### src/hdl/fpa_pkg.sv
// ----------------------------------------------------------------------------
// fpa_pkg
// Shared types and constants of the fixed-point ALU pipeline.
// ----------------------------------------------------------------------------
package fpa_pkg;

  localparam int DataW = 32;
  // Quotient bits resolved by the divider chain (2*n/d kept below 2^34)
  localparam int QuoW  = 34;

  localparam logic signed [DataW-1:0] VAL_MAX = 32'sh7FFF_FFFF;
  localparam logic signed [DataW-1:0] VAL_MIN = 32'sh8000_0000;

  typedef enum logic [3:0] {
    OP_ADD      = 4'd0,
    OP_SUB      = 4'd1,
    OP_MUL      = 4'd2,
    OP_DIV      = 4'd3,
    OP_GT       = 4'd4,
    OP_LT       = 4'd5,
    OP_LE       = 4'd6,
    OP_GE       = 4'd7,
    OP_EQ       = 4'd8,
    OP_NE       = 4'd9,
    OP_INC      = 4'd10,
    OP_DEC      = 4'd11,
    OP_MIN      = 4'd12,
    OP_MAX      = 4'd13,
    OP_FROM_INT = 4'd14,
    OP_TO_INT   = 4'd15
  } op_t;

  typedef enum logic [1:0] {
    ST_OK  = 2'd0,
    ST_OVF = 2'd1,
    ST_DZ  = 2'd2
  } status_t;

  typedef struct packed {
    logic signed [DataW-1:0] value;
    logic                    cmp;
    status_t                 status;
  } res_t;

  typedef struct packed {
    logic                    valid;
    op_t                     op;
    logic signed [DataW-1:0] a;
    logic signed [DataW-1:0] b;
  } req_t;

  typedef struct packed {
    logic             valid;
    op_t              op;
    res_t             res;
    logic             neg;
    logic             use_div;
    logic [DataW-1:0] mag_a;
    logic [DataW-1:0] mag_b;
  } fast_t;

  typedef struct packed {
    logic               valid;
    op_t                op;
    res_t               res;
    logic               neg;
    logic               use_div;
    logic               ovf;
    logic [2*DataW-1:0] prod;
    logic [QuoW-1:0]    num;
    logic [DataW-1:0]   rem;
    logic [DataW-1:0]   den;
  } setup_t;

  typedef struct packed {
    logic             valid;
    op_t              op;
    res_t             res;
    logic             neg;
    logic             use_div;
    logic             ovf;
    logic [QuoW-1:0]  num;
    logic [DataW-1:0] rem;
    logic [DataW-1:0] den;
    logic [QuoW-1:0]  quo;
  } dstage_t;

endpackage

### src/hdl/fpa_back.sv
// ----------------------------------------------------------------------------
// fpa_back
// Final stage: round the quotient, clamp, and pick the result.
// ----------------------------------------------------------------------------
module fpa_back (
  input  logic             clk,
  input  logic             rst,
  input  logic             en,
  input  fpa_pkg::dstage_t in_item,
  output logic             out_valid,
  output fpa_pkg::res_t    out_res
);
  import fpa_pkg::*;

  logic [QuoW:0]   q_inc;
  logic [QuoW-1:0] q;
  logic            div_sat;
  res_t            div_res, res_next;

  // 2n/d plus one, halved: n/d rounded half up on magnitudes
  assign q_inc   = {1'b0, in_item.quo} + {{QuoW{1'b0}}, 1'b1};
  assign q       = q_inc[QuoW:1];
  assign div_sat = in_item.ovf ||
                   (in_item.neg ? (q > QuoW'(64'h8000_0000)) : (q > QuoW'(64'h7FFF_FFFF)));

  always_comb begin
    div_res = '{value: '0, cmp: 1'b0, status: ST_OK};
    if (div_sat) begin
      div_res.value  = in_item.neg ? VAL_MIN : VAL_MAX;
      div_res.status = ST_OVF;
    end else begin
      div_res.value = in_item.neg ? (~q[DataW-1:0] + 32'd1) : q[DataW-1:0];
    end
    res_next = (in_item.op == OP_DIV && in_item.use_div) ? div_res : in_item.res;
  end

  always_ff @(posedge clk) begin
    if (rst) begin
      out_valid <= 1'b0;
    end else if (en) begin
      out_valid <= in_item.valid;
    end
    if (en) begin
      out_res <= res_next;
    end
  end

  a_dz_only_div: assert property (@(posedge clk) disable iff (rst)
    (en && in_item.valid && in_item.op != OP_DIV) |=> (out_res.status != ST_DZ))
    else $error("divide-by-zero status on a non-divide beat");

  a_cmp_zero_value: assert property (@(posedge clk) disable iff (rst)
    (en && in_item.valid && (in_item.op == OP_GT || in_item.op == OP_LT ||
     in_item.op == OP_LE || in_item.op == OP_GE || in_item.op == OP_EQ ||
     in_item.op == OP_NE)) |=> (out_res.value == '0 && out_res.status == ST_OK))
    else $error("comparison beat carries a nonzero value or status");

endmodule

### config.mk
export PLATFORM = sky130hd
export DESIGN_NAME = fpa_back
export DESIGN_NICKNAME = d
export VERILOG_FILES = /design/src/hdl/fpa_pkg.sv /design/src/hdl/fpa_back.sv
export SDC_FILE = /design/constraint.sdc
export NUM_CORES = 1
export LEC_CHECK = 0
export ABC_AREA = 1
export BUFFER_PORTS_ARGS = -buffer_cell sky130_fd_sc_hd__buf_2
export CAP_MARGIN = 20
export CORE_ASPECT_RATIO = 1.5
export CORE_UTILIZATION = 45
export DETAILED_ROUTE_END_ITERATION = 6
export HOLD_SLACK_MARGIN = 0.03
export PLACE_DENSITY = 0.86
export SYNTH_ARGS = -nofsm -noshare
export SYNTH_HDL_FRONTEND = slang
export SYNTH_SLANG_ARGS = --single-unit
### constraint.sdc
create_clock -name clk -period 2.4 [get_ports clk]
set_input_delay 0.12 -clock clk [delete_from_list [all_inputs] [get_ports clk]]
set_output_delay 0.12 -clock clk [all_outputs]
set_load 0.1 [all_outputs]
==> results.md <==
- Core area: 8520 um^2
- Gr usage total: 24.2%
- Synth top area share: 26.2%
- Placed insts: 883
- FFs w/ async S/R, synth: 0%
- Area contributors post-synth: edfxtp_1, nand2_1, nor2_1, nand3_1, inv_1
- VDD IR max: 0.477 mV
- Status: completed
- Slew @ Worst Pin: 772 ps
- Nets: 965
- Worst skew pair latency: 270 ps
- Max frequency: 461 MHz
- Fin crit share: 90.3%
- Drt wl/cell: 12.3 um
- Hold Crit Start: in_item[174]
- ANT nets after route: 0
- Die Wd: 79.0 um
- Number of diodes: 0
- Post-synthesis cell area: 4010 um^2
- RSZ-0062 raised after global routing: no
- Class of the most critical setup path: in -> reg
- Yosys warns: 0
- Endpoints failing hold: 0
- Row count: 41
- CP Data Required Time: 2530 ps
- Max_slew headroom: 48.5%
- Area of the multi-input gates: 2640 um^2
- Number of flops mapped to enable cells by yosys: 35
- First-pass GRT wire length: 18.3 mm
- Postcts setup bufs: 0
- Final setup fails: 0
- #FFs+latches synth: 36
- Num CTS Buffers: 5
- Cells after Synth: 646
- Initial Util: 47.0%
- Chip height: 118 um
- CTS tree: done
- GR Overflow Total: 0
- # fillers: 818
- Sequential area share after synthesis: 26.7%
- Startpoint types: primary input
- Synth area leader: edfxtp_1
- Worst r2r src: out_valid$_SDFFE_PP0P_
- CP Max Fanout: 7
- Routed WL: 10.9 mm
- Area delta synth->final: 26.6%
- Main synth FF type: edfxtp_1
- Vias/cell: 5.02
- Yosys cell types: 37
- DIE AREA: 9290 um^2
- Clk_skew: 0 ps
- Final HPWL DP: 8.96 mm
- Leak Pwr: 2.56 nW
- Register area: 1070 um^2
- Min-delay worst type: in -> reg
- # IOs: 214
- Power per cell area: 465 nW/um^2
- Fin crit period: 2170 ps
- Initial antenna violation count: 0
- Clock buffer depth: 2
- Clk root buf: clkbuf_16
- Placer Congestion: 0.925
- DR pass1 iterations: 5
- PortBufs: 115
- Non-Filler Instances: 892
- DR vias: 4475
- Reg clk slew, reported paths: 50 ps
- DRC: 0
- Worst EP arrival: 2300 ps
- Max-slew violations: 0
- Clock sinks: 36
- Final Total Pwr: 2.36 mW
- Initial drt markers: 220
- Max capacitance violation total: 0
- Syn Nets: 827
- Critical path launch point: in_item[0]
- Syn Area/Cell: 6.20 um^2
- Share of cells above drive strength 1: 27.9%
- Htree depth: 2
- Commonest cells in the netlist: nand2_1, nor2_1, inv_1
- Largest net degree at the start of global routing: 37
- Vias in the first global route: 4296
- Crit end category: flop
- Most common cell in the synthesized netlist: nand2_1
routing by layer:
metal	track usage (%)	vias up	wire length, um
met5	0	-	0
met4	13.0	0	450
met3	0.930	27	431
met2	44.0	148	5580
met1	27.8	1988	4480
li1	-	2312	-
flip-flops by register name, indices dropped and copies added, names as in the netlist:
name	flops
out_valid	1
out_res	35
critical path: stages:
cell and delay, ps:
buf_2 100, ha_1 200, nand2_2 90, nor2_4 190
nand2_4 110, nor2_4 180, nand2_1 80, nand2_2 120
nand2_2 70, nor2_2 110, nand3_1 120, nor2_1 120
nand2_1 70, nand2_2 80, nand2_4 60, inv_4 100
buf_4 140, nand2_1 80, a21oi_2 140
path summary, 6_finish.rpt:
check                           slack [ps]  depth (start not counted)                     end
worst max-delay path                   230                         19   out_res[31]$_DFFE_PP_
worst max register to register        1810                          2  out_valid$_SDFFE_PP0P_
worst min-delay path                    90                          3  out_valid$_SDFFE_PP0P_
worst min register to register         500                          2  out_valid$_SDFFE_PP0P_
area by class of cell:
class,count,share of cell area (%)
clock buffers,6,2.54
clock inverters,2,0.691
inverters,65,4.86
multi-input cells,534,52.0
flip-flops and latches,36,21.1
well taps,107,2.64
repair buffers,142,16.1
metrics by stage:
stage	TNS, ps	cell area, um^2	utilization, %	hold WS (ps)	setup WS, ps
6_report	0	5070	59.5	90.7	232
5_1_grt	0	5070	59.5	110	5.64
4_1_cts	0	5050	59.3	90.7	208
3_5_place_dp	-252	4870	57.2	280	-47.2
3_3_place_gp	-2.29	4870	57.2	279	-2.29
2_1_floorplan	0	4010	-	192	318
cells by family after synthesis:
| logic type | after synthesis | share of synthesized area (%) |
|---|---|---|
| simple gates | 470 | 51.5 |
| buf+inv | 76 | 8.03 |
| compound gates | 42 | 8.40 |
| flops | 36 | 26.7 |
| xor+xnor | 18 | 4.12 |
| fa+ha+maj | 3 | 0.937 |
| mux | 1 | 0.250 |
power breakdown:
part | switching, mW | internal (mW)
combinational | 0.673 | 0.210
sequential | 0.0109 | 0.750
clock | 0.228 | 0.488
placed cells by master (no fill, tap or decap), types with 6 or more instances in the layout:
cell type / n
a21oi_2: 26
buf_2: 115
buf_4: 23
edfxtp_1: 35
inv_1: 61
nand2_1: 243
nand2_2: 15
nand3_1: 48
nand4_1: 16
nor2_1: 119
nor2_2: 9
o21bai_1: 6
xor2_1: 12
what timing repair did:
action | CTS | global route
hold buffers | 1 | 0
endpoints found under the hold margin | 1 | 0
endpoints found under the setup margin | 0 | 3
resized for setup | 0 | 6
(Power assumes the default switching activity.)
