**config.mk**
```make
export PLATFORM = sky130hd
export DESIGN_NAME = fpa_skid_flat
export DESIGN_NICKNAME = d
export VERILOG_FILES = /design/src/hdl/fpa_pkg.sv /design/src/hdl/fpa_ifs.sv /design/src/hdl/fpa_skid.sv /design/src/flat_wrapper.sv
export SDC_FILE = /design/constraint.sdc
export NUM_CORES = 1
export LEC_CHECK = 0
export ABC_AREA = 0
export BUFFER_PORTS_ARGS = -buffer_cell sky130_fd_sc_hd__buf_2
export CAP_MARGIN = 20
export CORE_ASPECT_RATIO = 1.1
export CORE_UTILIZATION = 45
export CTS_CLUSTER_DIAMETER = 120
export DETAILED_ROUTE_END_ITERATION = 16
export GPL_TIMING_DRIVEN = 0
export PLACE_DENSITY = 0.71
export SETUP_SLACK_MARGIN = 0.15
export SKIP_LAST_GASP = 1
export SYNTH_ARGS = -nofsm -noshare
export SYNTH_HDL_FRONTEND = slang
export SYNTH_SLANG_ARGS = --single-unit
```
**constraint.sdc**
```tcl
create_clock -name clk -period 3.23 [get_ports clk]
set_clock_uncertainty 0.15 [all_clocks]
set_input_delay 0.323 -clock clk [delete_from_list [all_inputs] [get_ports clk]]
set_output_delay 0.323 -clock clk [all_outputs]
set_load 0.01 [all_outputs]
```
**src/hdl/fpa_pkg.sv**
```systemverilog
// ----------------------------------------------------------------------------
// fpa_pkg
// Shared types and constants of the fixed-point ALU pipeline.
// ----------------------------------------------------------------------------
package fpa_pkg;

  localparam int DataW = 32;
  // Quotient bits resolved by the divider chain (2*n/d kept below 2^34)
  localparam int QuoW  = 34;

  localparam logic signed [DataW-1:0] VAL_MAX = 32'sh7FFF_FFFF;
  localparam logic signed [DataW-1:0] VAL_MIN = 32'sh8000_0000;

  typedef enum logic [3:0] {
    OP_ADD      = 4'd0,
    OP_SUB      = 4'd1,
    OP_MUL      = 4'd2,
    OP_DIV      = 4'd3,
    OP_GT       = 4'd4,
    OP_LT       = 4'd5,
    OP_LE       = 4'd6,
    OP_GE       = 4'd7,
    OP_EQ       = 4'd8,
    OP_NE       = 4'd9,
    OP_INC      = 4'd10,
    OP_DEC      = 4'd11,
    OP_MIN      = 4'd12,
    OP_MAX      = 4'd13,
    OP_FROM_INT = 4'd14,
    OP_TO_INT   = 4'd15
  } op_t;

  typedef enum logic [1:0] {
    ST_OK  = 2'd0,
    ST_OVF = 2'd1,
    ST_DZ  = 2'd2
  } status_t;

  typedef struct packed {
    logic signed [DataW-1:0] value;
    logic                    cmp;
    status_t                 status;
  } res_t;

  typedef struct packed {
    logic                    valid;
    op_t                     op;
    logic signed [DataW-1:0] a;
    logic signed [DataW-1:0] b;
  } req_t;

  typedef struct packed {
    logic             valid;
    op_t              op;
    res_t             res;
    logic             neg;
    logic             use_div;
    logic [DataW-1:0] mag_a;
    logic [DataW-1:0] mag_b;
  } fast_t;

  typedef struct packed {
    logic               valid;
    op_t                op;
    res_t               res;
    logic               neg;
    logic               use_div;
    logic               ovf;
    logic [2*DataW-1:0] prod;
    logic [QuoW-1:0]    num;
    logic [DataW-1:0]   rem;
    logic [DataW-1:0]   den;
  } setup_t;

  typedef struct packed {
    logic             valid;
    op_t              op;
    res_t             res;
    logic             neg;
    logic             use_div;
    logic             ovf;
    logic [QuoW-1:0]  num;
    logic [DataW-1:0] rem;
    logic [DataW-1:0] den;
    logic [QuoW-1:0]  quo;
  } dstage_t;

endpackage

```
**src/hdl/fpa_ifs.sv**
```systemverilog


interface fpa_rsp_if;
  logic               valid;
  logic               ready;
  logic signed [31:0] result_raw;
  logic               compare_true;
  logic [1:0]         status;

  modport source (output valid, result_raw, compare_true, status, input ready);
  modport sink   (input valid, result_raw, compare_true, status, output ready);
endinterface

```
**src/hdl/fpa_skid.sv**
```systemverilog
// ----------------------------------------------------------------------------
// fpa_skid
// Two-entry output buffer; pipeline advances while the spare slot is free.
// ----------------------------------------------------------------------------
module fpa_skid (
  input  logic          clk,
  input  logic          rst,
  input  logic          push,
  input  fpa_pkg::res_t push_res,
  output logic          room,
  fpa_rsp_if.source     rsp
);
  import fpa_pkg::*;

  logic out_v, spare_v;
  res_t out_d, spare_d;
  logic out_free;

  assign out_free = !out_v || rsp.ready;
  assign room     = !spare_v;

  always_ff @(posedge clk) begin
    if (rst) begin
      out_v   <= 1'b0;
      spare_v <= 1'b0;
    end else begin
      if (out_free) begin
        if (spare_v) begin
          out_v   <= 1'b1;
          out_d   <= spare_d;
          spare_v <= push;
          spare_d <= push_res;
        end else begin
          out_v <= push;
          out_d <= push_res;
        end
      end else if (push) begin
        // Hold the waiting beat, park the new one
        spare_v <= 1'b1;
        spare_d <= push_res;
      end
    end
  end

  assign rsp.valid        = out_v;
  assign rsp.result_raw   = out_d.value;
  assign rsp.compare_true = out_d.cmp;
  assign rsp.status       = out_d.status;

  a_spare_behind_out: assert property (@(posedge clk) disable iff (rst)
    spare_v |-> out_v)
    else $error("spare slot filled while output slot empty");

  a_no_push_when_full: assert property (@(posedge clk) disable iff (rst)
    spare_v |-> !push)
    else $error("beat pushed into a full output buffer");

endmodule

```
**src/flat_wrapper.sv**
```systemverilog
// flat-port wrapper written by rule: the top's interface ports become plain ports
module fpa_skid_flat import fpa_pkg::*;
  (clk, rst, push, push_res, room, rsp_valid, rsp_result_raw, rsp_compare_true, rsp_status, rsp_ready);
  fpa_rsp_if rsp_i ();
  input  logic clk;
  input  logic rst;
  input  logic push;
  input  fpa_pkg::res_t push_res;
  output logic room;
  output wire logic [$bits(rsp_i.valid)-1:0] rsp_valid;
  output wire logic [$bits(rsp_i.result_raw)-1:0] rsp_result_raw;
  output wire logic [$bits(rsp_i.compare_true)-1:0] rsp_compare_true;
  output wire logic [$bits(rsp_i.status)-1:0] rsp_status;
  input wire logic [$bits(rsp_i.ready)-1:0] rsp_ready;
  assign rsp_valid = rsp_i.valid;
  assign rsp_result_raw = rsp_i.result_raw;
  assign rsp_compare_true = rsp_i.compare_true;
  assign rsp_status = rsp_i.status;
  assign rsp_i.ready = rsp_ready;
  fpa_skid u_core (.clk(clk), .rst(rst), .push(push), .push_res(push_res), .room(room), .rsp(rsp_i));
endmodule
```
==> summary.md <==
| Metric | Value |
|---|---|
| Hold_buf cts | 0 |
| Arr. time, crit path | 1880 ps |
| Most frequent cells in the layout | buf_2 (75), edfxtp_1 (70), mux2_2 (35) |
| RSZ-0062 raised after global routing | false |
| GRT overflow | 0 |
| Most common cell after layout, fill and taps aside | buf_2 |
| Port bufs | 75 |
| CTS Buffer Depth | 2 |
| Hold path endpoint | u_core.spare_d[13]$_DFFE_PP_ |
| Setup WS post-layout | approximately 1100 ps |
| Residual DRC | 0 |
| ANT nets after route | 0 |
| Slew margin rel. | 0.329 |
| Met3 usage in global routing | 0.0546 |
| Required time of the critical path | roughly 3000 ps |
| CTS tree | yes |
| Reg-to-Reg Start | u_core.rsp.valid$_SDFFE_PP0P_ |
| Pwr Density | about 560 nW/um^2 |
| Hold Fails Final Rpt | 0 |
| Core Area | 5500 sq um |
| Critical path type | register to register |
| CTS root buf | clkbuf_8 |
| R2R setup slack | approximately 1100 ps |
| Routed vias | about 1400 |
| Nets | 247 |
| Synth unique cells | 12 |
| Drt pass-1 iters | 4 |
| Core Rows | 28 |
| Leakage power | ~0.0012 uW |
| Gr usage total | 0.158 |
| Sequential area share after synthesis | 0.813 |
| Hold crit path type | input pin to register |
| Max-cap viol count | 0 |
| Io pins | 76 |
| Detailed placement HPWL | about 3000 um |
| Post-Syn Area | 2640 sq um |
| Setup Fix Bufs, Post-CTS | 0 |
| Initial Utilization | 0.479 |
| Largest net degree at the start of global routing | 36 |
| Avg Cell Area, Syn | 21.8 sq um |
| N_diodes | 0 |
| Vias/cell | approximately 4.8 |
| # resized after CTS | 0 |
| # clock sinks | 72 |
| Clock-pin slew on the worst setup and hold paths | 70 ps |
| Final Cycle Share | 0.644 |
| Max Slew Vio Count | 0 |
| Chip height | slightly above 80 um |
| Max H-tree Level | 3 |
| Vias in the first global route | around 1400 |
| Hold_sp | push_res[13] |
| Worst reg2reg path depth | 3 |
| First-pass GRT wire length | approximately 6700 um |
| #FFs+latches synth | 72 |
| Status | complete, no violations |
| Met2 Track Usage GR | 0.268 |
| Final worst path period need | around 2100 ps |
| Final WL | ~4400 um |
| Crit path max fanout | 35 |
| Peak VDD IR | 377 uV |
| # setup viols final | 0 |
| Die width | around 75 um |
| Die ar. | 6170 sq um |
| Routing usage on met1 | 0.174 |
| Max frequency | around 0.48 GHz |
| Worst r2r dst | u_core.spare_d[32]$_DFFE_PP_ |
| Syn nets | 160 |
| Yosys warning count | 0 |
| Final setup TNS | 0 ps |
| Worst-skew pair later-pin latency | ~330 ps |
| Fraction of layout instances using a drive strength above 1 | 0.606 |
| Initial DRC Count | between 60 and 70 |
| Kind of start point of the critical path | register |
| Syn Inst Count | ~120 |
| Hold Path Depth | 1 |
| Inserted Clock Buffers | 9 |
| Antenna violations before repair | 0 |
| CP endpoint kind | register |
| Area Overhead vs Synth | 26.2% |
| Worst hold margin | approximately 22 ps |
| Gpl congestion | ~0.62 |
| Pin slew with the least headroom to its limit | between 1000 and 1500 ps |
| Wirelength per Cell | around 15 um |
| Final design utilization | 0.605 |
| Pre-CTS setup slack | 948 ps |
| Top Usage Layer GRT | met2 |
[cell type report]
type / instances / area (sq um)
Buffer: 4 / 45.0
Clock buffer: 10 / 128
Clock inverter: 6 / 50.0
Fill cell: 450 / 2170
Inverter: 1 / 3.75
Multi-Input combinational cell: 44 / 460
Sequential cell: 72 / 2140
Tap cell: 75 / 93.8
Timing Repair Buffer: 76 / 403
[state kept, by name (all words and copies together), names as in the netlist]
register,count
u_core.spare_d,35
u_core.rsp.result_raw,32
u_core.rsp.status,2
u_core.rsp.compare_true,1
u_core.rsp.valid,1
u_core.spare_v,1
[critical path: stages (launching register included)]
cell and delay (ps):
dfxtp_1 330, and2b_1 260, mux2i_1 160, nor2_4 780
[Yosys cell counts]
library cell / count / area share
a21oi_1: 1 / 0.0019
dfxtp_1: 2 / 0.015
inv_1: 1 / 0.0014
buf_6: 4 / 0.017
nor2_1: 3 / 0.0043
and2b_1: 1 / 0.0028
mux2_2: 35 / 0.15
edfxtp_1: 70 / 0.80
o21ai_2: 1 / 0.0033
nor3_1: 1 / 0.0019
mux2i_1: 1 / 0.0038
nand2_1: 1 / 0.0014
[per-stage QoR]
stage	std cells	instance area, sq um	power (uW)
global route	288	3330	1950
CTS	288	3330	1890
finish	288	3330	1880
detailed placement	272	3150	1250
global placement	271	3110	1240
floorplan	121	2640	1170
[per-layer routing]
layer  part of all wire  routed length [um]  up-vias
met2               0.52                2310       60
li1                   -                   -      654
met4              0.022                  97        0
met1               0.39                1720      671
met5                  0                   0        -
met3              0.066                 290        9
[where the power goes]
group / switching (uW) / internal [uW] / total, uW
sequential: 10.3 / 1070 / 1080
combinational: 71.6 / 69.1 / 141
clock: 307 / 345 / 653
total: 389 / 1490 / 1880
[cells by family (layout without fill, tap and decap cells)]
logic type / count (synthesis) / in the layout / synth area share
AOI/OAI and AO/OA: 2 / 2 / 0.00522
muxes: 36 / 36 / 0.153
buffers and inverters: 5 / 97 / 0.0185
DFF: 72 / 72 / 0.813
and+or+nand+nor: 6 / 6 / 0.0104
[how the worst max path moves through the flow]
stage | startpoint | end
6_report | u_core.rsp.valid$_SDFFE_PP0P_ | u_core.spare_d[32]$_DFFE_PP_
3_3_place_gp | rsp_ready | u_core.spare_d[0]$_DFFE_PP_
3_5_place_dp | rsp_ready | u_core.spare_d[8]$_DFFE_PP_
4_1_cts | u_core.rsp.valid$_SDFFE_PP0P_ | u_core.spare_d[7]$_DFFE_PP_
2_1_floorplan | rsp_ready | u_core.spare_d[0]$_DFFE_PP_
5_1_grt | u_core.rsp.valid$_SDFFE_PP0P_ | u_core.spare_d[32]$_DFFE_PP_
(Power assumes the default switching activity.)
