===== config.mk =====
export PLATFORM = sky130hd
export DESIGN_NAME = fpa_front
export DESIGN_NICKNAME = d
export VERILOG_FILES = /design/src/hdl/fpa_pkg.sv /design/src/hdl/fpa_front.sv
export SDC_FILE = /design/constraint.sdc
export NUM_CORES = 2
export LEC_CHECK = 0
export BUFFER_PORTS_ARGS = -buffer_cell sky130_fd_sc_hd__buf_2
export CAP_MARGIN = 20
export CELL_PAD_IN_SITES_DETAIL_PLACEMENT = 1
export CELL_PAD_IN_SITES_GLOBAL_PLACEMENT = 2
export CORE_ASPECT_RATIO = 0.9
export CORE_UTILIZATION = 38
export DETAILED_ROUTE_END_ITERATION = 8
export GPL_TIMING_DRIVEN = 0
export PLACE_DENSITY_LB_ADDON = 0.1
export SETUP_SLACK_MARGIN = 0.5
export SLEW_MARGIN = 10
export SYNTH_ARGS = -nofsm -noshare
export SYNTH_HDL_FRONTEND = slang
export SYNTH_SLANG_ARGS = --single-unit

===== constraint.sdc =====
create_clock -name clk -period 21.4 [get_ports clk]
set_clock_uncertainty 0.1 [all_clocks]
set_input_delay 2.14 -clock clk [delete_from_list [all_inputs] [get_ports clk]]
set_output_delay 2.14 -clock clk [all_outputs]
set_load 0.1 [all_outputs]

===== src/hdl/fpa_pkg.sv =====
// ----------------------------------------------------------------------------
// fpa_pkg
// Shared types and constants of the fixed-point ALU pipeline.
// ----------------------------------------------------------------------------
package fpa_pkg;

  localparam int DataW = 32;
  // Quotient bits resolved by the divider chain (2*n/d kept below 2^34)
  localparam int QuoW  = 34;

  localparam logic signed [DataW-1:0] VAL_MAX = 32'sh7FFF_FFFF;
  localparam logic signed [DataW-1:0] VAL_MIN = 32'sh8000_0000;

  typedef enum logic [3:0] {
    OP_ADD      = 4'd0,
    OP_SUB      = 4'd1,
    OP_MUL      = 4'd2,
    OP_DIV      = 4'd3,
    OP_GT       = 4'd4,
    OP_LT       = 4'd5,
    OP_LE       = 4'd6,
    OP_GE       = 4'd7,
    OP_EQ       = 4'd8,
    OP_NE       = 4'd9,
    OP_INC      = 4'd10,
    OP_DEC      = 4'd11,
    OP_MIN      = 4'd12,
    OP_MAX      = 4'd13,
    OP_FROM_INT = 4'd14,
    OP_TO_INT   = 4'd15
  } op_t;

  typedef enum logic [1:0] {
    ST_OK  = 2'd0,
    ST_OVF = 2'd1,
    ST_DZ  = 2'd2
  } status_t;

  typedef struct packed {
    logic signed [DataW-1:0] value;
    logic                    cmp;
    status_t                 status;
  } res_t;

  typedef struct packed {
    logic                    valid;
    op_t                     op;
    logic signed [DataW-1:0] a;
    logic signed [DataW-1:0] b;
  } req_t;

  typedef struct packed {
    logic             valid;
    op_t              op;
    res_t             res;
    logic             neg;
    logic             use_div;
    logic [DataW-1:0] mag_a;
    logic [DataW-1:0] mag_b;
  } fast_t;

  typedef struct packed {
    logic               valid;
    op_t                op;
    res_t               res;
    logic               neg;
    logic               use_div;
    logic               ovf;
    logic [2*DataW-1:0] prod;
    logic [QuoW-1:0]    num;
    logic [DataW-1:0]   rem;
    logic [DataW-1:0]   den;
  } setup_t;

  typedef struct packed {
    logic             valid;
    op_t              op;
    res_t             res;
    logic             neg;
    logic             use_div;
    logic             ovf;
    logic [QuoW-1:0]  num;
    logic [DataW-1:0] rem;
    logic [DataW-1:0] den;
    logic [QuoW-1:0]  quo;
  } dstage_t;

endpackage


===== src/hdl/fpa_front.sv =====
// ----------------------------------------------------------------------------
// fpa_front
// Input register, simple operations, multiplier and divider setup.
// ----------------------------------------------------------------------------
module fpa_front #(
  parameter int FRAC_BITS = 8
) (
  input  logic             clk,
  input  logic             rst,
  input  logic             en,
  input  fpa_pkg::req_t    in_item,
  output fpa_pkg::dstage_t out_item
);
  import fpa_pkg::*;

  req_t   s0;
  fast_t  s1, s1_next;
  setup_t s2, s2_next;
  dstage_t s3, s3_next;

  logic signed [DataW-1:0] a, b, fi_hi;
  logic signed [DataW:0]   a33, b33, sum33;
  logic                    sum_ovf, gt, eq;
  logic [2*DataW-1:0]      numer, mul_q;
  logic                    mul_ovf;

  assign a   = s0.a;
  assign b   = s0.b;
  assign a33 = {a[DataW-1], a};
  assign b33 = {b[DataW-1], b};
  assign gt  = a > b;
  assign eq  = a == b;
  // Bits that from_int shifts out must all match the sign
  assign fi_hi = a >>> (DataW - 1 - FRAC_BITS);

  always_comb begin
    case (s0.op)
      OP_SUB:  sum33 = a33 - b33;
      OP_INC:  sum33 = a33 + 33'sd1;
      OP_DEC:  sum33 = a33 - 33'sd1;
      default: sum33 = a33 + b33;
    endcase
    sum_ovf = sum33[DataW] != sum33[DataW-1];
  end

  // Stage 1: everything but multiply and divide finishes here
  always_comb begin
    s1_next          = '0;
    s1_next.valid    = s0.valid;
    s1_next.op       = s0.op;
    s1_next.res      = '{value: '0, cmp: 1'b0, status: ST_OK};
    s1_next.neg      = a[DataW-1] ^ b[DataW-1];
    s1_next.use_div  = (s0.op == OP_DIV) && (b != '0);
    s1_next.mag_a    = a[DataW-1] ? (~a + 32'd1) : a;
    s1_next.mag_b    = b[DataW-1] ? (~b + 32'd1) : b;
    case (s0.op) inside
      OP_ADD, OP_SUB, OP_INC, OP_DEC: begin
        if (sum_ovf) begin
          s1_next.res.value  = sum33[DataW] ? VAL_MIN : VAL_MAX;
          s1_next.res.status = ST_OVF;
        end else begin
          s1_next.res.value = sum33[DataW-1:0];
        end
      end
      OP_DIV: begin
        // Divide by zero result; the divider result replaces it otherwise
        s1_next.res.status = ST_DZ;
        if (a[DataW-1]) begin
          s1_next.res.value = VAL_MIN;
        end else if (a != '0) begin
          s1_next.res.value = VAL_MAX;
        end
      end
      OP_GT: s1_next.res.cmp = gt;
      OP_LT: s1_next.res.cmp = !gt && !eq;
      OP_LE: s1_next.res.cmp = !gt;
      OP_GE: s1_next.res.cmp = gt || eq;
      OP_EQ: s1_next.res.cmp = eq;
      OP_NE: s1_next.res.cmp = !eq;
      OP_MIN: s1_next.res.value = (!gt && !eq) ? a : b;
      OP_MAX: s1_next.res.value = gt ? a : b;
      OP_FROM_INT: begin
        if (fi_hi != '0 && fi_hi != '1) begin
          s1_next.res.value  = a[DataW-1] ? VAL_MIN : VAL_MAX;
          s1_next.res.status = ST_OVF;
        end else begin
          s1_next.res.value = a <<< FRAC_BITS;
        end
      end
      OP_TO_INT: s1_next.res.value = a >>> FRAC_BITS;
      default: ;
    endcase
  end

  // Stage 2: magnitude product and divider operands
  assign numer = {{DataW{1'b0}}, s1.mag_a} << (FRAC_BITS + 1);

  always_comb begin
    s2_next         = '0;
    s2_next.valid   = s1.valid;
    s2_next.op      = s1.op;
    s2_next.res     = s1.res;
    s2_next.neg     = s1.neg;
    s2_next.use_div = s1.use_div;
    s2_next.prod    = s1.mag_a * s1.mag_b;
    s2_next.num     = numer[QuoW-1:0];
    s2_next.rem     = DataW'(numer[2*DataW-1:QuoW]);
    s2_next.den     = s1.mag_b;
    // Quotient bits above the chain's reach mean a saturated result
    s2_next.ovf     = DataW'(numer[2*DataW-1:QuoW]) >= s1.mag_b;
  end

  // Stage 3: round the product half away from zero and clamp
  assign mul_q   = (s2.prod + (64'd1 << (FRAC_BITS - 1))) >> FRAC_BITS;
  assign mul_ovf = s2.neg ? (mul_q > 64'h8000_0000) : (mul_q > 64'h7FFF_FFFF);

  always_comb begin
    s3_next         = '0;
    s3_next.valid   = s2.valid;
    s3_next.op      = s2.op;
    s3_next.res     = s2.res;
    s3_next.neg     = s2.neg;
    s3_next.use_div = s2.use_div;
    s3_next.ovf     = s2.ovf;
    s3_next.num     = s2.num;
    s3_next.rem     = s2.rem;
    s3_next.den     = s2.den;
    if (s2.op == OP_MUL) begin
      if (mul_ovf) begin
        s3_next.res.value  = s2.neg ? VAL_MIN : VAL_MAX;
        s3_next.res.status = ST_OVF;
      end else begin
        s3_next.res.value = s2.neg ? (~mul_q[DataW-1:0] + 32'd1) : mul_q[DataW-1:0];
      end
    end
  end

  always_ff @(posedge clk) begin
    if (rst) begin
      s0.valid <= 1'b0;
      s1.valid <= 1'b0;
      s2.valid <= 1'b0;
      s3.valid <= 1'b0;
    end else if (en) begin
      s0 <= in_item;
      s1 <= s1_next;
      s2 <= s2_next;
      s3 <= s3_next;
    end
  end

  assign out_item = s3;

endmodule


==> results by group <==
Placement
  – Gpl congestion: ~1.0
  – Detailed Place HPWL: about 220000 um
  – Port bufs: approximately 180

Global routing
  – Initial antenna violation count: 47
  – Vias in the first global route: roughly 48000
  – GRT Total Usage: 0.3416
  – Largest net degree at the start of global routing: 34
  – First-pass GRT wire length: ~370000 um
  – Total congestion overflow: 0

Clocking
  – Hold-fix buffers, CTS: 0
  – Maximum buffer depth of the clock tree: 3
  – Clk slew on worst S/H paths: 0.07 ns
  – Post-CTS setup repair buffer count: 0
  – Post_cts resized: 0
  – CTS Buf Count: 51
  – Root Buffer: clkbuf_16
  – Clk Latency, worst-skew pair: 0.67 ns
  – CTS tree: yes
  – CTS H-tree depth: 2
  – Clk sinks: 446

Synth
  – Synth Area in Adders: 0.3843
  – Syn Area/Cell: about 9.8 um^2
  – Synthesized area: slightly below 0.06 mm^2
  – Post-synthesis simple-gate area fraction: 0.1632
  – Mux contribution to synthesized area: 0.003544
  – Synth warn: 0
  – Unique masters post-synth: roughly 100
  – Top FF cell, synth: edfxtp_1
  – Main combinational cell family by area after synthesis: adder cells
  – Post-synth EDFFs: ~440
  – Sequential area share after synthesis: 0.2306
  – Syn Inst Count: approximately 5900
  – Post-synthesis register bit count: 446
  – Async set or reset register ratio after synthesis: 0
  – Synth Area in Compound Gates: 0.08699
  – Xor and xnor area share after synthesis: 0.03903

Setup path
  – CP dominant cell by count: fa_1
  – CP Class: flip-flop to flip-flop
  – Reg-to-reg endpoint: s2[157]
  – Critical Path RT: ~22 ns
  – Arrival @ worst endpoint: 10.89 ns
  – Flop-to-flop setup slack: between 10 and 15 ns
  – Crit Path Max Fanout: 10
  – Worst path slowest cell: edfxtp_1
  – Worst r2r src: s1[3]
  – CP peak stage delay: 1.00 ns
  – Setup crit start: s1[3]
  – Startpoint Class: flip-flop
  – Reg2reg path depth: 26
  – Worst Setup End Kind: flip-flop

Timing
  – Setup_tns: 0 ns
  – Tcrit/Tclk final: 0.4966
  – Final hold violations: 0
  – Final min period: roughly 11 ns
  – Slew Limit Fails: 0
  – FMAX: around 94 MHz
  – Finish-stage setup viols: 0
  – RSZ-0062 raised after global routing: no
  – Measured slew at the worst slew-check pin: roughly 1.3 ns
  – Relative slew slack: 0.1329

Route
  – DR WL/cell: between 30 and 40 um
  – Total iterations of the first detailed-routing run: 5
  – Initial DRC Count: roughly 4700
  – # DRC: 0
  – Routed WL: 263200 um
  – DR vias/cell: ~5.6
  – Antenna Nets Post-Route: 0
  – Via Count: about 47000

Floorplan
  – Die width: a little over 400 um
  – Die H: approximately 370 um
  – Die ar.: approximately 0.15 mm^2
  – Starting Density: 0.3838
  – Row count: around 140
  – Top-level I/O count: about 250
  – Core area: ~0.15 mm^2

Hold path
  – HP Start: s2[167]
  – Hold path endpoint: out_item[137]
  – Worst hold path type: flip-flop to flip-flop
  – Hold Path Stages: 0

Status
  – Status: completed

Finish
  – Fin nets: 7566
  – Commonest non-fill, non-tap cells in the layout: 965 x inv_1, 897 x fa_1, 640 x nand2_1, 572 x and2_1, 442 x edfxtp_1
  – Area Growth Syn to Fin: 10.41%
  – Most common cell after layout, fill and taps aside: inv_1
  – Share of cells above drive strength 1: 0.07035

Job
  – Maxcap violations: 0
-- final cells by class --
class | count | area [um^2]
Inverter | 967 | 3630
Timing Repair Buffer | 218 | 1514
Sequential cell | 446 | 13350
Multi-Input combinational cell | 4191 | 39470
Fill cell | 17090 | 86920
Clock buffer | 61 | 1335
Antenna cell | 26 | 65.06
Buffer | 379 | 1717
Clock inverter | 35 | 354.1
Tap cell | 1986 | 2485
-- worst max-delay path by stage --
stage | end | cells after the start | slack (ns)
2_1_floorplan | a[0] | 2 | 6.86
3_3_place_gp | s2[77] | 2 | 1.99
3_5_place_dp | s2[161] | 23 | 11.05
4_1_cts | s2[161] | 23 | 10.98
5_1_grt | s2[154] | 26 | 10.44
6_report | s2[157] | 26 | 10.77
-- cell usage after synthesis (all sizes together), types with 8 or more instances --
cell type / n / area [um^2]
a2111oi: 10 / 93.84
a211oi: 45 / 342.8
a21o: 63 / 473.0
a21oi: 215 / 1076
a221o: 11 / 110.1
a221oi: 9 / 78.83
a31oi: 28 / 175.2
a41oi: 8 / 70.07
and2: 572 / 3578
and3: 37 / 231.5
and4: 14 / 122.6
buf: 95 / 643.1
clkbuf: 284 / 1066
edfxtp: 442 / 13270
fa: 897 / 17960
ha: 343 / 4292
inv: 966 / 3626
mux2i: 16 / 160.2
nand2: 642 / 2415
nand2b: 25 / 156.4
nand3: 74 / 385.4
nand4: 59 / 402.9
nor2: 179 / 681.9
nor2b: 29 / 181.4
nor3: 68 / 382.9
nor4: 37 / 259.0
o211ai: 14 / 110.1
o21a: 21 / 157.7
o21ai: 192 / 960.9
o21bai: 16 / 120.1
o22a: 29 / 254.0
o31ai: 24 / 180.2
o41ai: 12 / 105.1
or2: 13 / 81.34
or3: 41 / 261.5
or4: 16 / 123.9
xnor2: 194 / 1699
xor2: 64 / 560.5
-- sequential cells by signal, summed over array words and instances (netlist names) --
signal    cells
s2          164
out_item    107
s1           74
a            32
b            32
numer        32
s0            5
-- through the flow --
| step | hold WS [ns] | utilization | setup WS (ns) | cell area [um^2] | std cells |
|---|---|---|---|---|---|
| after floorplan | 0.3003 | - | 6.864 | 58150 | 5983 |
| after global placement | 0.3009 | 0.4078 | 1.986 | 61520 | 8146 |
| after detailed placement | 0.3052 | 0.4115 | 11.05 | 62070 | 8179 |
| after CTS | 0.3174 | 0.4227 | 10.98 | 63760 | 8275 |
| after global routing | 0.3230 | 0.4234 | 10.44 | 63860 | 8286 |
| final | 0.3156 | 0.4238 | 10.77 | 63920 | 8309 |
-- cells by family after synthesis --
family                   count (synthesis)
flip-flops                             446
other                                    1
AND/OR/NAND/NOR                       1828
AO/OA/AOI/OAI                          777
adder cells (fa/ha/maj)               1240
multiplexers                            20
XOR/XNOR                               258
buffers and inverters                 1346
-- routing by layer --
| metal | wire [um] | vias to the layer above | GRT usage |
|---|---|---|---|
| li1 | - | 19660 | - |
| met1 | 115700 | 24590 | 0.4894 |
| met2 | 110400 | 2297 | 0.4956 |
| met3 | 28910 | 343 | 0.1038 |
| met4 | 7994 | 20 | 0.09452 |
| met5 | 220 | - | 0 |
-- critical path, delay by kind of cell, from the launching register on --
family          cells  cell delay, ns
compound gates      5            1.48
xor+xnor            1            0.12
fa+ha+maj           9            4.58
buf+inv             6            1.65
flops               1            1.00
simple gates        5            1.36
Power is not shown: default switching activity piles up to over one toggle a cycle in this logic, so the estimate is an artifact.
