`config.mk`:
```
export PLATFORM = sky130hd
export DESIGN_NAME = fpa_div_step
export DESIGN_NICKNAME = d
export VERILOG_FILES = /design/src/hdl/fpa_pkg.sv /design/src/hdl/fpa_div_step.sv
export SDC_FILE = /design/constraint.sdc
export NUM_CORES = 1
export LEC_CHECK = 0
export ABC_AREA = 1
export BUFFER_PORTS_ARGS = -buffer_cell sky130_fd_sc_hd__buf_2
export CORE_ASPECT_RATIO = 1.5
export CORE_MARGIN = 2
export CORE_UTILIZATION = 25
export CTS_CLUSTER_DIAMETER = 50
export DETAILED_ROUTE_END_ITERATION = 6
export PLACE_DENSITY = 0.48
export SETUP_SLACK_MARGIN = 0.1
export SKIP_CTS_REPAIR_TIMING = 1
export SYNTH_ARGS = -nofsm -noshare
export SYNTH_HDL_FRONTEND = slang
export SYNTH_SLANG_ARGS = --single-unit
export TNS_END_PERCENT = 100
```
`constraint.sdc`:
```
create_clock -name clk -period 24.3 [get_ports clk]
set_clock_uncertainty 0.1 [all_clocks]
set_input_delay 1.215 -clock clk [delete_from_list [all_inputs] [get_ports clk]]
set_output_delay 1.215 -clock clk [all_outputs]
set_load 0.02 [all_outputs]
```
`src/hdl/fpa_pkg.sv`:
```
// ----------------------------------------------------------------------------
// fpa_pkg
// Shared types and constants of the fixed-point ALU pipeline.
// ----------------------------------------------------------------------------
package fpa_pkg;

  localparam int DataW = 32;
  // Quotient bits resolved by the divider chain (2*n/d kept below 2^34)
  localparam int QuoW  = 34;

  localparam logic signed [DataW-1:0] VAL_MAX = 32'sh7FFF_FFFF;
  localparam logic signed [DataW-1:0] VAL_MIN = 32'sh8000_0000;

  typedef enum logic [3:0] {
    OP_ADD      = 4'd0,
    OP_SUB      = 4'd1,
    OP_MUL      = 4'd2,
    OP_DIV      = 4'd3,
    OP_GT       = 4'd4,
    OP_LT       = 4'd5,
    OP_LE       = 4'd6,
    OP_GE       = 4'd7,
    OP_EQ       = 4'd8,
    OP_NE       = 4'd9,
    OP_INC      = 4'd10,
    OP_DEC      = 4'd11,
    OP_MIN      = 4'd12,
    OP_MAX      = 4'd13,
    OP_FROM_INT = 4'd14,
    OP_TO_INT   = 4'd15
  } op_t;

  typedef enum logic [1:0] {
    ST_OK  = 2'd0,
    ST_OVF = 2'd1,
    ST_DZ  = 2'd2
  } status_t;

  typedef struct packed {
    logic signed [DataW-1:0] value;
    logic                    cmp;
    status_t                 status;
  } res_t;

  typedef struct packed {
    logic                    valid;
    op_t                     op;
    logic signed [DataW-1:0] a;
    logic signed [DataW-1:0] b;
  } req_t;

  typedef struct packed {
    logic             valid;
    op_t              op;
    res_t             res;
    logic             neg;
    logic             use_div;
    logic [DataW-1:0] mag_a;
    logic [DataW-1:0] mag_b;
  } fast_t;

  typedef struct packed {
    logic               valid;
    op_t                op;
    res_t               res;
    logic               neg;
    logic               use_div;
    logic               ovf;
    logic [2*DataW-1:0] prod;
    logic [QuoW-1:0]    num;
    logic [DataW-1:0]   rem;
    logic [DataW-1:0]   den;
  } setup_t;

  typedef struct packed {
    logic             valid;
    op_t              op;
    res_t             res;
    logic             neg;
    logic             use_div;
    logic             ovf;
    logic [QuoW-1:0]  num;
    logic [DataW-1:0] rem;
    logic [DataW-1:0] den;
    logic [QuoW-1:0]  quo;
  } dstage_t;

endpackage

```
`src/hdl/fpa_div_step.sv`:
```
// ----------------------------------------------------------------------------
// fpa_div_step
// One restoring division step: resolves one quotient bit per stage.
// ----------------------------------------------------------------------------
module fpa_div_step (
  input  logic             clk,
  input  logic             rst,
  input  logic             en,
  input  fpa_pkg::dstage_t in_item,
  output fpa_pkg::dstage_t out_item
);
  import fpa_pkg::*;

  dstage_t          step_next;
  logic [DataW:0]   trial, diff;
  logic             take;

  assign trial = {in_item.rem, in_item.num[QuoW-1]};
  assign take  = trial >= {1'b0, in_item.den};
  assign diff  = trial - {1'b0, in_item.den};

  always_comb begin
    step_next     = in_item;
    step_next.rem = take ? diff[DataW-1:0] : trial[DataW-1:0];
    step_next.num = {in_item.num[QuoW-2:0], 1'b0};
    step_next.quo = {in_item.quo[QuoW-2:0], take};
  end

  always_ff @(posedge clk) begin
    if (rst) begin
      out_item.valid <= 1'b0;
    end else if (en) begin
      out_item <= step_next;
    end
  end

endmodule

```
==> results.cfg, run 1 <==
[detailed_routing]
vias = 6785
via_per_inst = 4.168
drtIter0Drc = 342
postRouteWirelength_mm = 27.55
drtPass1Iterations = 6
final_antenna_net_count = 0
wire_per_inst_microns = 16.92
drc = 0

[synthesis]
synth_nets = 1042
async_reset_ff_frac = 0
netlist_area_sq_um = 8357
synth_edf_count = 173
ys_seq_area_frac = 0.6240
synth_warnings = 0
synth-seq-cells = 174
netlist_instances = 831
ys_types = 30
ys.flop_type = edfxtp_1
syn_avg_cell_area_sq_um = 10.06

[layout]
layout_commonest_cell = buf_2
multiInputGateArea_sq_um = 2492
reg_top3 = out_item: 174 flops
area_delta_synth_final_pct = 33.46
instances_no_fill = 1628
layout_common_cells = buf_2 (350), nand2_1 (299), edfxtp_1 (173)
seqCellArea_sq_um = 5215
fin_nets = 1405
n_fill_cell = 3520
finish.utilization = 0.3366
top_register = out_item
drive_gt1_frac = 0.3405
largest_reg_flops = 174

[clock_tree]
clockRootBuffer = clkbuf_16
clock_latency_ns = 0.45
cts_buffers = 17
tritoncts = built
htree_num_levels = 4
clockBufferDepth = 2
clk_pin_slew_worst_paths_ns = 0.07
cts_num_sinks = 174

[sta]
slew_viol_final = 0
rsz0062_at_grt = no
setup_viol = 0
fmax_mhz = 250.3
max_slew_margin = 0.2978
post-route-period-util = 0.1644
setup_slack_ns = 20.30
fin_tns_setup_ns = 0
worst_slew_pin_slew_ns = 1.053
hold_ws_ns = 0.3582
hold_violations = 0
period_needed_ns = 3.995

[setup_path]
reg2reg_to = out_item[174]
crit_fanout = 81
path_class = input port to flip-flop
slowest_delay_ns = 0.90
reg2reg_depth = 2
critPathCapture = out_item[94]
path_cells = buf_2 > inv_1 > nor2_4 > buf_4 > buf_4
startpoint = en
reg2reg_from = out_item[174]
crit_path_end_kind = flip-flop
critical_path_arrival_ns = 3.97
crit_path_frequent_cell = buf_4
r2r_setup_slack_ns = 23.65
start_kind = input port
slowest_stage = buf_4
crit_required_ns = 24.27

[floorplanning]
fp.coreArea_sq_um = 33140
io_pins = 353
die_h_microns = 227.9
die_x_microns = 153.3
rows = 82
die_area_sq_um = 34940
start_util = 0.2522

[grt]
use_met3 = 0.05661
grt.overflow.total = 0
grt_antenna_before_repair = 5
grt_max_degree = 82
grtUsageTotal = 0.1556
grt.busiest_layer = met2
grt_pass1_wl_mm = 39.68
first_global_vias = 6814
use_met2 = 0.2974
gr-usage-met1 = 0.1462

[placed_design]
dp.cells = 1595
numPortBuffers = 350
place_congestion = 0.8818
dp_slack_ns = 19.77
place_hpwl_mm = 22.51

[pwr]
ir_worst_vdd_uv = 47.02
power_density_nw_per_um2 = 70.37
p_leak_nw = 5.441

[job]
cap_violations = 0

[status]
status = finished, final reports clean

[min_path]
worstHoldPathType = flip-flop to flip-flop
-- critical path, delay by kind of cell --
| family | cells | cell delay [ns] |
|---|---|---|
| buf+inv | 4 | 1.80 |
| simple gates | 1 | 0.76 |
-- worst min path at each step --
stage                     slack (ns)           from  cells past startpoint             to
after floorplan                 0.43  out_item[174]                      2  out_item[174]
after global placement          0.35  out_item[174]                      2  out_item[174]
after detailed placement        0.35  out_item[174]                      2  out_item[174]
after CTS                       0.37  out_item[174]                      2  out_item[174]
after global routing            0.40  out_item[174]                      2  out_item[174]
final                           0.36  out_item[174]                      2  out_item[174]
-- Yosys cell counts, types with 8 or more instances --
library cell / instances / area (sq um)
ha_1: 32 / 400.4
nand3b_1: 10 / 75.07
nand3_1: 37 / 185.2
nand2_2: 11 / 68.82
edfxtp_1: 173 / 5195
nand2_1: 299 / 1122
nor2_1: 35 / 131.4
inv_1: 151 / 566.8
xor2_1: 13 / 113.9
and2_1: 8 / 50.05
a21oi_1: 22 / 110.1
-- stage by stage --
step	power [mW]	instance area (sq um)
after floorplan	0.4656	8357
after global placement	0.5236	10580
after detailed placement	0.5246	10580
after CTS	0.7986	11150
after global routing	0.8235	11150
final	0.7849	11150
-- kinds of logic after synthesis --
| logic type | count (synthesis) | synth area share |
|---|---|---|
| and+or+nand+nor | 422 | 0.2158 |
| DFF | 174 | 0.6240 |
| buffers and inverters | 161 | 0.07860 |
| adders and majority gates | 33 | 0.05031 |
| AOI/OAI and AO/OA | 26 | 0.01617 |
| xor gates and xnor gates | 14 | 0.01467 |
| other | 1 | 0.0004487 |
-- power by group --
| group | internal [mW] | total [mW] | switching (mW) |
|---|---|---|---|
| Sequential | 0.357 | 0.362 | 0.00526 |
| Clock | 0.136 | 0.270 | 0.134 |
| Combinational | 0.0494 | 0.153 | 0.103 |
| Total | 0.543 | 0.785 | 0.242 |
-- routing by layer --
| layer | vias to the layer above | share of wire |
|---|---|---|
| met5 | - | 0.0019 |
| met4 | 8 | 0.030 |
| met3 | 40 | 0.082 |
| met2 | 267 | 0.54 |
| met1 | 3081 | 0.35 |
| li1 | 3389 | - |
-- final cells by class --
cell class | count | area share
repair buffers | 352 | 0.1584
diodes | 1 | 0.0002244
well taps | 420 | 0.04712
multi-input cells | 496 | 0.2235
clock buffers | 18 | 0.03848
clock inverters | 14 | 0.01301
flip-flops and latches | 174 | 0.4676
inverters | 153 | 0.05172
Note: power is estimated with default switching activity, not from simulation.
==> run 2, diff against run 1 <==
==> constraint.sdc (replaced) <==
create_clock -name clk -period 3.9 [get_ports clk]
set_clock_uncertainty 0.1 [all_clocks]
set_input_delay 0.195 -clock clk [delete_from_list [all_inputs] [get_ports clk]]
set_output_delay 0.195 -clock clk [all_outputs]
set_load 0.02 [all_outputs]
==> results.cfg, run 2 (same netlist as run 1, synthesis figures left out) <==
[min_path]
hp-start = in_item[75]
worstHoldPathType = input port to flip-flop

[sta]
fin_tns_setup_ns = 0
hold_ws_ns = 0.01193
worst_slew_pin_slew_ns = 0.6780
max_slew_margin = 0.5469
setup_viol = 0
setup_slack_ns = 1.074
hold_violations = 0
period_needed_ns = 2.826
rsz0062_at_grt = no
post-route-period-util = 0.7246
fmax_mhz = 353.8
slew_viol_final = 0

[pwr]
p_sw_mw = 1.547
switching_share = 0.3067
ir_worst_vdd_uv = 287.5
power_density_nw_per_um2 = 391.2
power.internal_mw = 3.498
pwr-share-comb = 0.218
power_frac_clock = 0.334
p_seq_frac = 0.448
p_total_mw = 5.045
p_leak_nw = 6.169

[grt]
grt_antenna_before_repair = 2
grt_pass1_wl_mm = 40.48
grt_max_degree = 89
grt.overflow.total = 0
first_global_vias = 6907
grtUsageTotal = 0.1580

[clock_tree]
htree_num_levels = 4
clk_pin_slew_worst_paths_ns = 0.07
clockRootBuffer = clkbuf_16
cts_num_sinks = 174
tritoncts = built
cts_buffers = 17
clockBufferDepth = 2
clock_latency_ns = 0.45

[placed_design]
place_hpwl_mm = 22.63
placed_area_sq_um = 10610
dp_slack_ns = 1.155
place_congestion = 0.8724
dp.cells = 1596
numPortBuffers = 350

[layout]
fin_nets = 1577
layout_commonest_cell = buf_2
finish.utilization = 0.3892
largest_reg_flops = 174
top_register = out_item
layout_common_cells = buf_2 (350), nand2_1 (299), edfxtp_1 (173)
fin_area_sq_um = 12900
reg_top3 = out_item: 174 flops
instances_no_fill = 1801
drive_gt1_frac = 0.2988
area_delta_synth_final_pct = 54.33

[detailed_routing]
vias = 7371
drtIter0Drc = 299
drc = 0
via_per_inst = 4.093
drtPass1Iterations = 4
postRouteWirelength_mm = 29.39
final_antenna_net_count = 0
wire_per_inst_microns = 16.32

[setup_path]
reg2reg_depth = 3
crit_path_frequent_cell = nand2_1
crit_path_end_kind = flip-flop
crit_required_ns = 3.99
critical_path_arrival_ns = 2.91
critPathCapture = out_item[76]
start_kind = input port
r2r_setup_slack_ns = 2.69
slowest_stage = dlygate4sd3_1
slowest_delay_ns = 0.53
path_cells = dlygate4sd3_1 > buf_2 > inv_1 > ha_1 > nand2_1 > nor2_1 > nand2_1 > nor2_2 > nand2_1 > nand3_1 > nor2_2 > nand2_8 > inv_4 > nand2_1 > nand2_1
reg2reg_to = out_item[174]
path_class = input port to flip-flop
crit_fanout = 36
startpoint = in_item[57]
reg2reg_from = out_item[174]

[floorplanning]
io_pins = 353
die_x_microns = 153.3
rows = 82
die_area_sq_um = 34940
fp.coreArea_sq_um = 33140
die_h_microns = 227.9
start_util = 0.2522

[job]
cap_violations = 0

[status]
status = finished, final reports clean
-- run 2: changes by cell type in the layout (fill, tap and decap cells not counted), sizes merged --
cell / delta
dlygate4sd3: +171
clkinv: -3
inv: +3
buf: +1
diode: +1
-- run 2: cell type report --
type	instances	area [sq um]
Tap cell	420	525.5
Multi-Input combinational cell	496	2492
Antenna cell	2	5.005
Clock inverter	14	142.6
Timing Repair Buffer	524	3511
Fill cell	3398	20240
Sequential cell	174	5215
Inverter	153	576.8
Clock buffer	18	429.2
-- run 2: critical path: cells and delay by family --
family | cells | cell delay (ns)
fa+ha+maj | 1 | 0.39
buf+inv | 4 | 0.91
simple gates | 10 | 1.39
-- run 2: worst min path at each step --
stage	slack, ns	endpoint	depth (start not counted)
after floorplan	0.16	out_item[174]	1
after global placement	0.27	out_item[151]	1
after detailed placement	0.27	out_item[11]	1
after CTS	-0.21	out_item[115]	1
after global routing	0.006	out_item[76]	3
final	0.01	out_item[76]	3
-- run 2: metal layers --
layer / vias to the layer above / part of all wire / routed length [microns] / global-route usage
li1: 3724 / - / - / -
met1: 3346 / 0.36 / 10660 / 0.1499
met2: 268 / 0.56 / 16360 / 0.3105
met3: 33 / 0.056 / 1636 / 0.04388
met4: 0 / 0.025 / 726 / 0.06742
met5: - / 0 / 0 / 0
-- run 2: power by group through the flow --
stage,registers (mW),clock network (mW),logic (mW)
after floorplan,2.48,0,0.402
after global placement,2.30,0,0.967
after detailed placement,2.30,0,0.971
after CTS,2.26,1.75,0.975
after global routing,2.27,1.81,1.20
final,2.26,1.69,1.10
==> run 3, diff against run 2 <==
--- a/config.mk
+++ b/config.mk
@@ -12,7 +12,7 @@
 export CORE_UTILIZATION = 25
 export CTS_CLUSTER_DIAMETER = 50
 export DETAILED_ROUTE_END_ITERATION = 6
-export PLACE_DENSITY = 0.48
+export PLACE_DENSITY = 0.5
 export SETUP_SLACK_MARGIN = 0.1
 export SKIP_CTS_REPAIR_TIMING = 1
 export SYNTH_ARGS = -nofsm -noshare
==> constraint.sdc (replaced) <==
create_clock -name clk -period 2.58 [get_ports clk]
set_clock_uncertainty 0.1 [all_clocks]
set_input_delay 0.129 -clock clk [delete_from_list [all_inputs] [get_ports clk]]
set_output_delay 0.129 -clock clk [all_outputs]
set_load 0.02 [all_outputs]
==> results.cfg, run 3 (same netlist as run 1, synthesis figures left out) <==
[detailed_routing]
drc = 0
postRouteWirelength_mm = 30.00
final_antenna_net_count = 0
vias = 7529
wire_per_inst_microns = 16.50
drtIter0Drc = 260
via_per_inst = 4.141
drtPass1Iterations = 5

[grt]
grt_antenna_before_repair = 2
grt_pass1_wl_mm = 40.78
grt_max_degree = 71
first_global_vias = 6985
grtUsageTotal = 0.1599
grt.overflow.total = 0

[sta]
period_needed_ns = 2.379
post-route-period-util = 0.9221
slew_viol_final = 0
fmax_mhz = 420.3
hold_ws_ns = -0.01207
fin_tns_setup_ns = 0
hold_violations = 1
rsz0062_at_grt = no
setup_viol = 0

[floorplanning]
start_util = 0.2522
die_x_microns = 153.3
die_h_microns = 227.9
fp.coreArea_sq_um = 33140
rows = 82
die_area_sq_um = 34940
io_pins = 353

[placed_design]
numPortBuffers = 350
place_hpwl_mm = 23.51
place_congestion = 0.8840
placed_area_sq_um = 10760

[pwr]
power_density_nw_per_um2 = 585.9
pwr-share-comb = 0.223
p_sw_mw = 2.335
power_frac_clock = 0.331
switching_share = 0.3052
ir_worst_vdd_uv = 422.0
p_seq_frac = 0.446
p_leak_nw = 6.264
power.internal_mw = 5.316
p_total_mw = 7.652

[layout]
n_fill_cell = 3334
largest_reg_flops = 174
layout_commonest_cell = buf_2
fin_nets = 1595
top_register = out_item
fin_area_sq_um = 13060
drive_gt1_frac = 0.3078
area_delta_synth_final_pct = 56.28
layout_common_cells = buf_2 (350), nand2_1 (299), edfxtp_1 (173)
reg_top3 = out_item: 174 flops

[job]
cap_violations = 0

[clock_tree]
htree_num_levels = 4
clockBufferDepth = 2
clock_latency_ns = 0.44
clk_pin_slew_worst_paths_ns = 0.07
clockRootBuffer = clkbuf_16
cts_buffers = 17
tritoncts = built
cts_num_sinks = 174

[setup_path]
start_kind = input port
critical_path_arrival_ns = 2.47
crit_required_ns = 2.67
crit_fanout = 8
crit_path_end_kind = flip-flop
path_class = input port to flip-flop

[min_path]
worstHoldPathType = input port to flip-flop

[status]
violations = hold timing
status = finished with violations
## run 3: power by group through the flow
stage | Combinational [mW] | Sequential (mW) | Clock, mW
final | 1.70 | 3.41 | 2.54
after global routing | 1.87 | 3.43 | 2.71
after CTS | 1.51 | 3.41 | 2.63
after detailed placement | 1.51 | 3.47 | 0
after global placement | 1.50 | 3.47 | 0
after floorplan | 0.609 | 3.76 | 0
## run 3: final timing paths
kind,startpoint,end,slack [ns],depth (start not counted)
hold reg to reg,out_item[174],out_item[174],0.94,3
setup / recovery,in_item[92],out_item[93],0.20,15
hold / removal,in_item[131],out_item[66],-0.01,3
setup reg to reg,out_item[174],out_item[174],1.35,3
## run 3: per-stage QoR
stage / instances / util / setup slack, ns
CTS: 1645 / 0.3421 / 0.6827
floorplan: 831 / - / -0.6369
global route: 1818 / 0.3941 / 0.1041
global placement: 1613 / 0.3247 / 0.2155
finish: 1818 / 0.3941 / 0.2009
detailed placement: 1613 / 0.3247 / 0.1984
## run 3: layer usage
metal  GRT usage  vias to the layer above  share of wire  routed length, microns
li1            -                     3763              -                       -
met1      0.1467                     3430           0.35                   10470
met2      0.3072                      292           0.54                   16230
met3     0.06402                       42          0.080                    2395
met4     0.06481                        2          0.030                     895
met5           0                        -        0.00030                       9
## run 3: area by class of cell
cell class              instances  area [sq um]  area share
diodes                          1         2.502   0.0001916
inverters                     153         589.3     0.04512
clock inverters                14         145.1     0.01111
multi-input cells             496          2492      0.1908
flip-flops and latches        174          5215      0.3993
repair buffers                542          3661      0.2803
clock buffers                  18         429.2     0.03286
well taps                     420         525.5     0.04024
## run 3: worst max-delay path, cell delays in order
cell	delay [ns]
dlygate4sd3_1	0.53
buf_2	0.14
ha_1	0.29
nand2_1	0.10
nor2_1	0.36
nand2_1	0.09
nor2_1	0.11
nand2_1	0.06
nand3_1	0.08
nor2_2	0.07
nand2_8	0.12
inv_4	0.05
buf_4	0.18
nand2_1	0.08
nand2_1	0.07
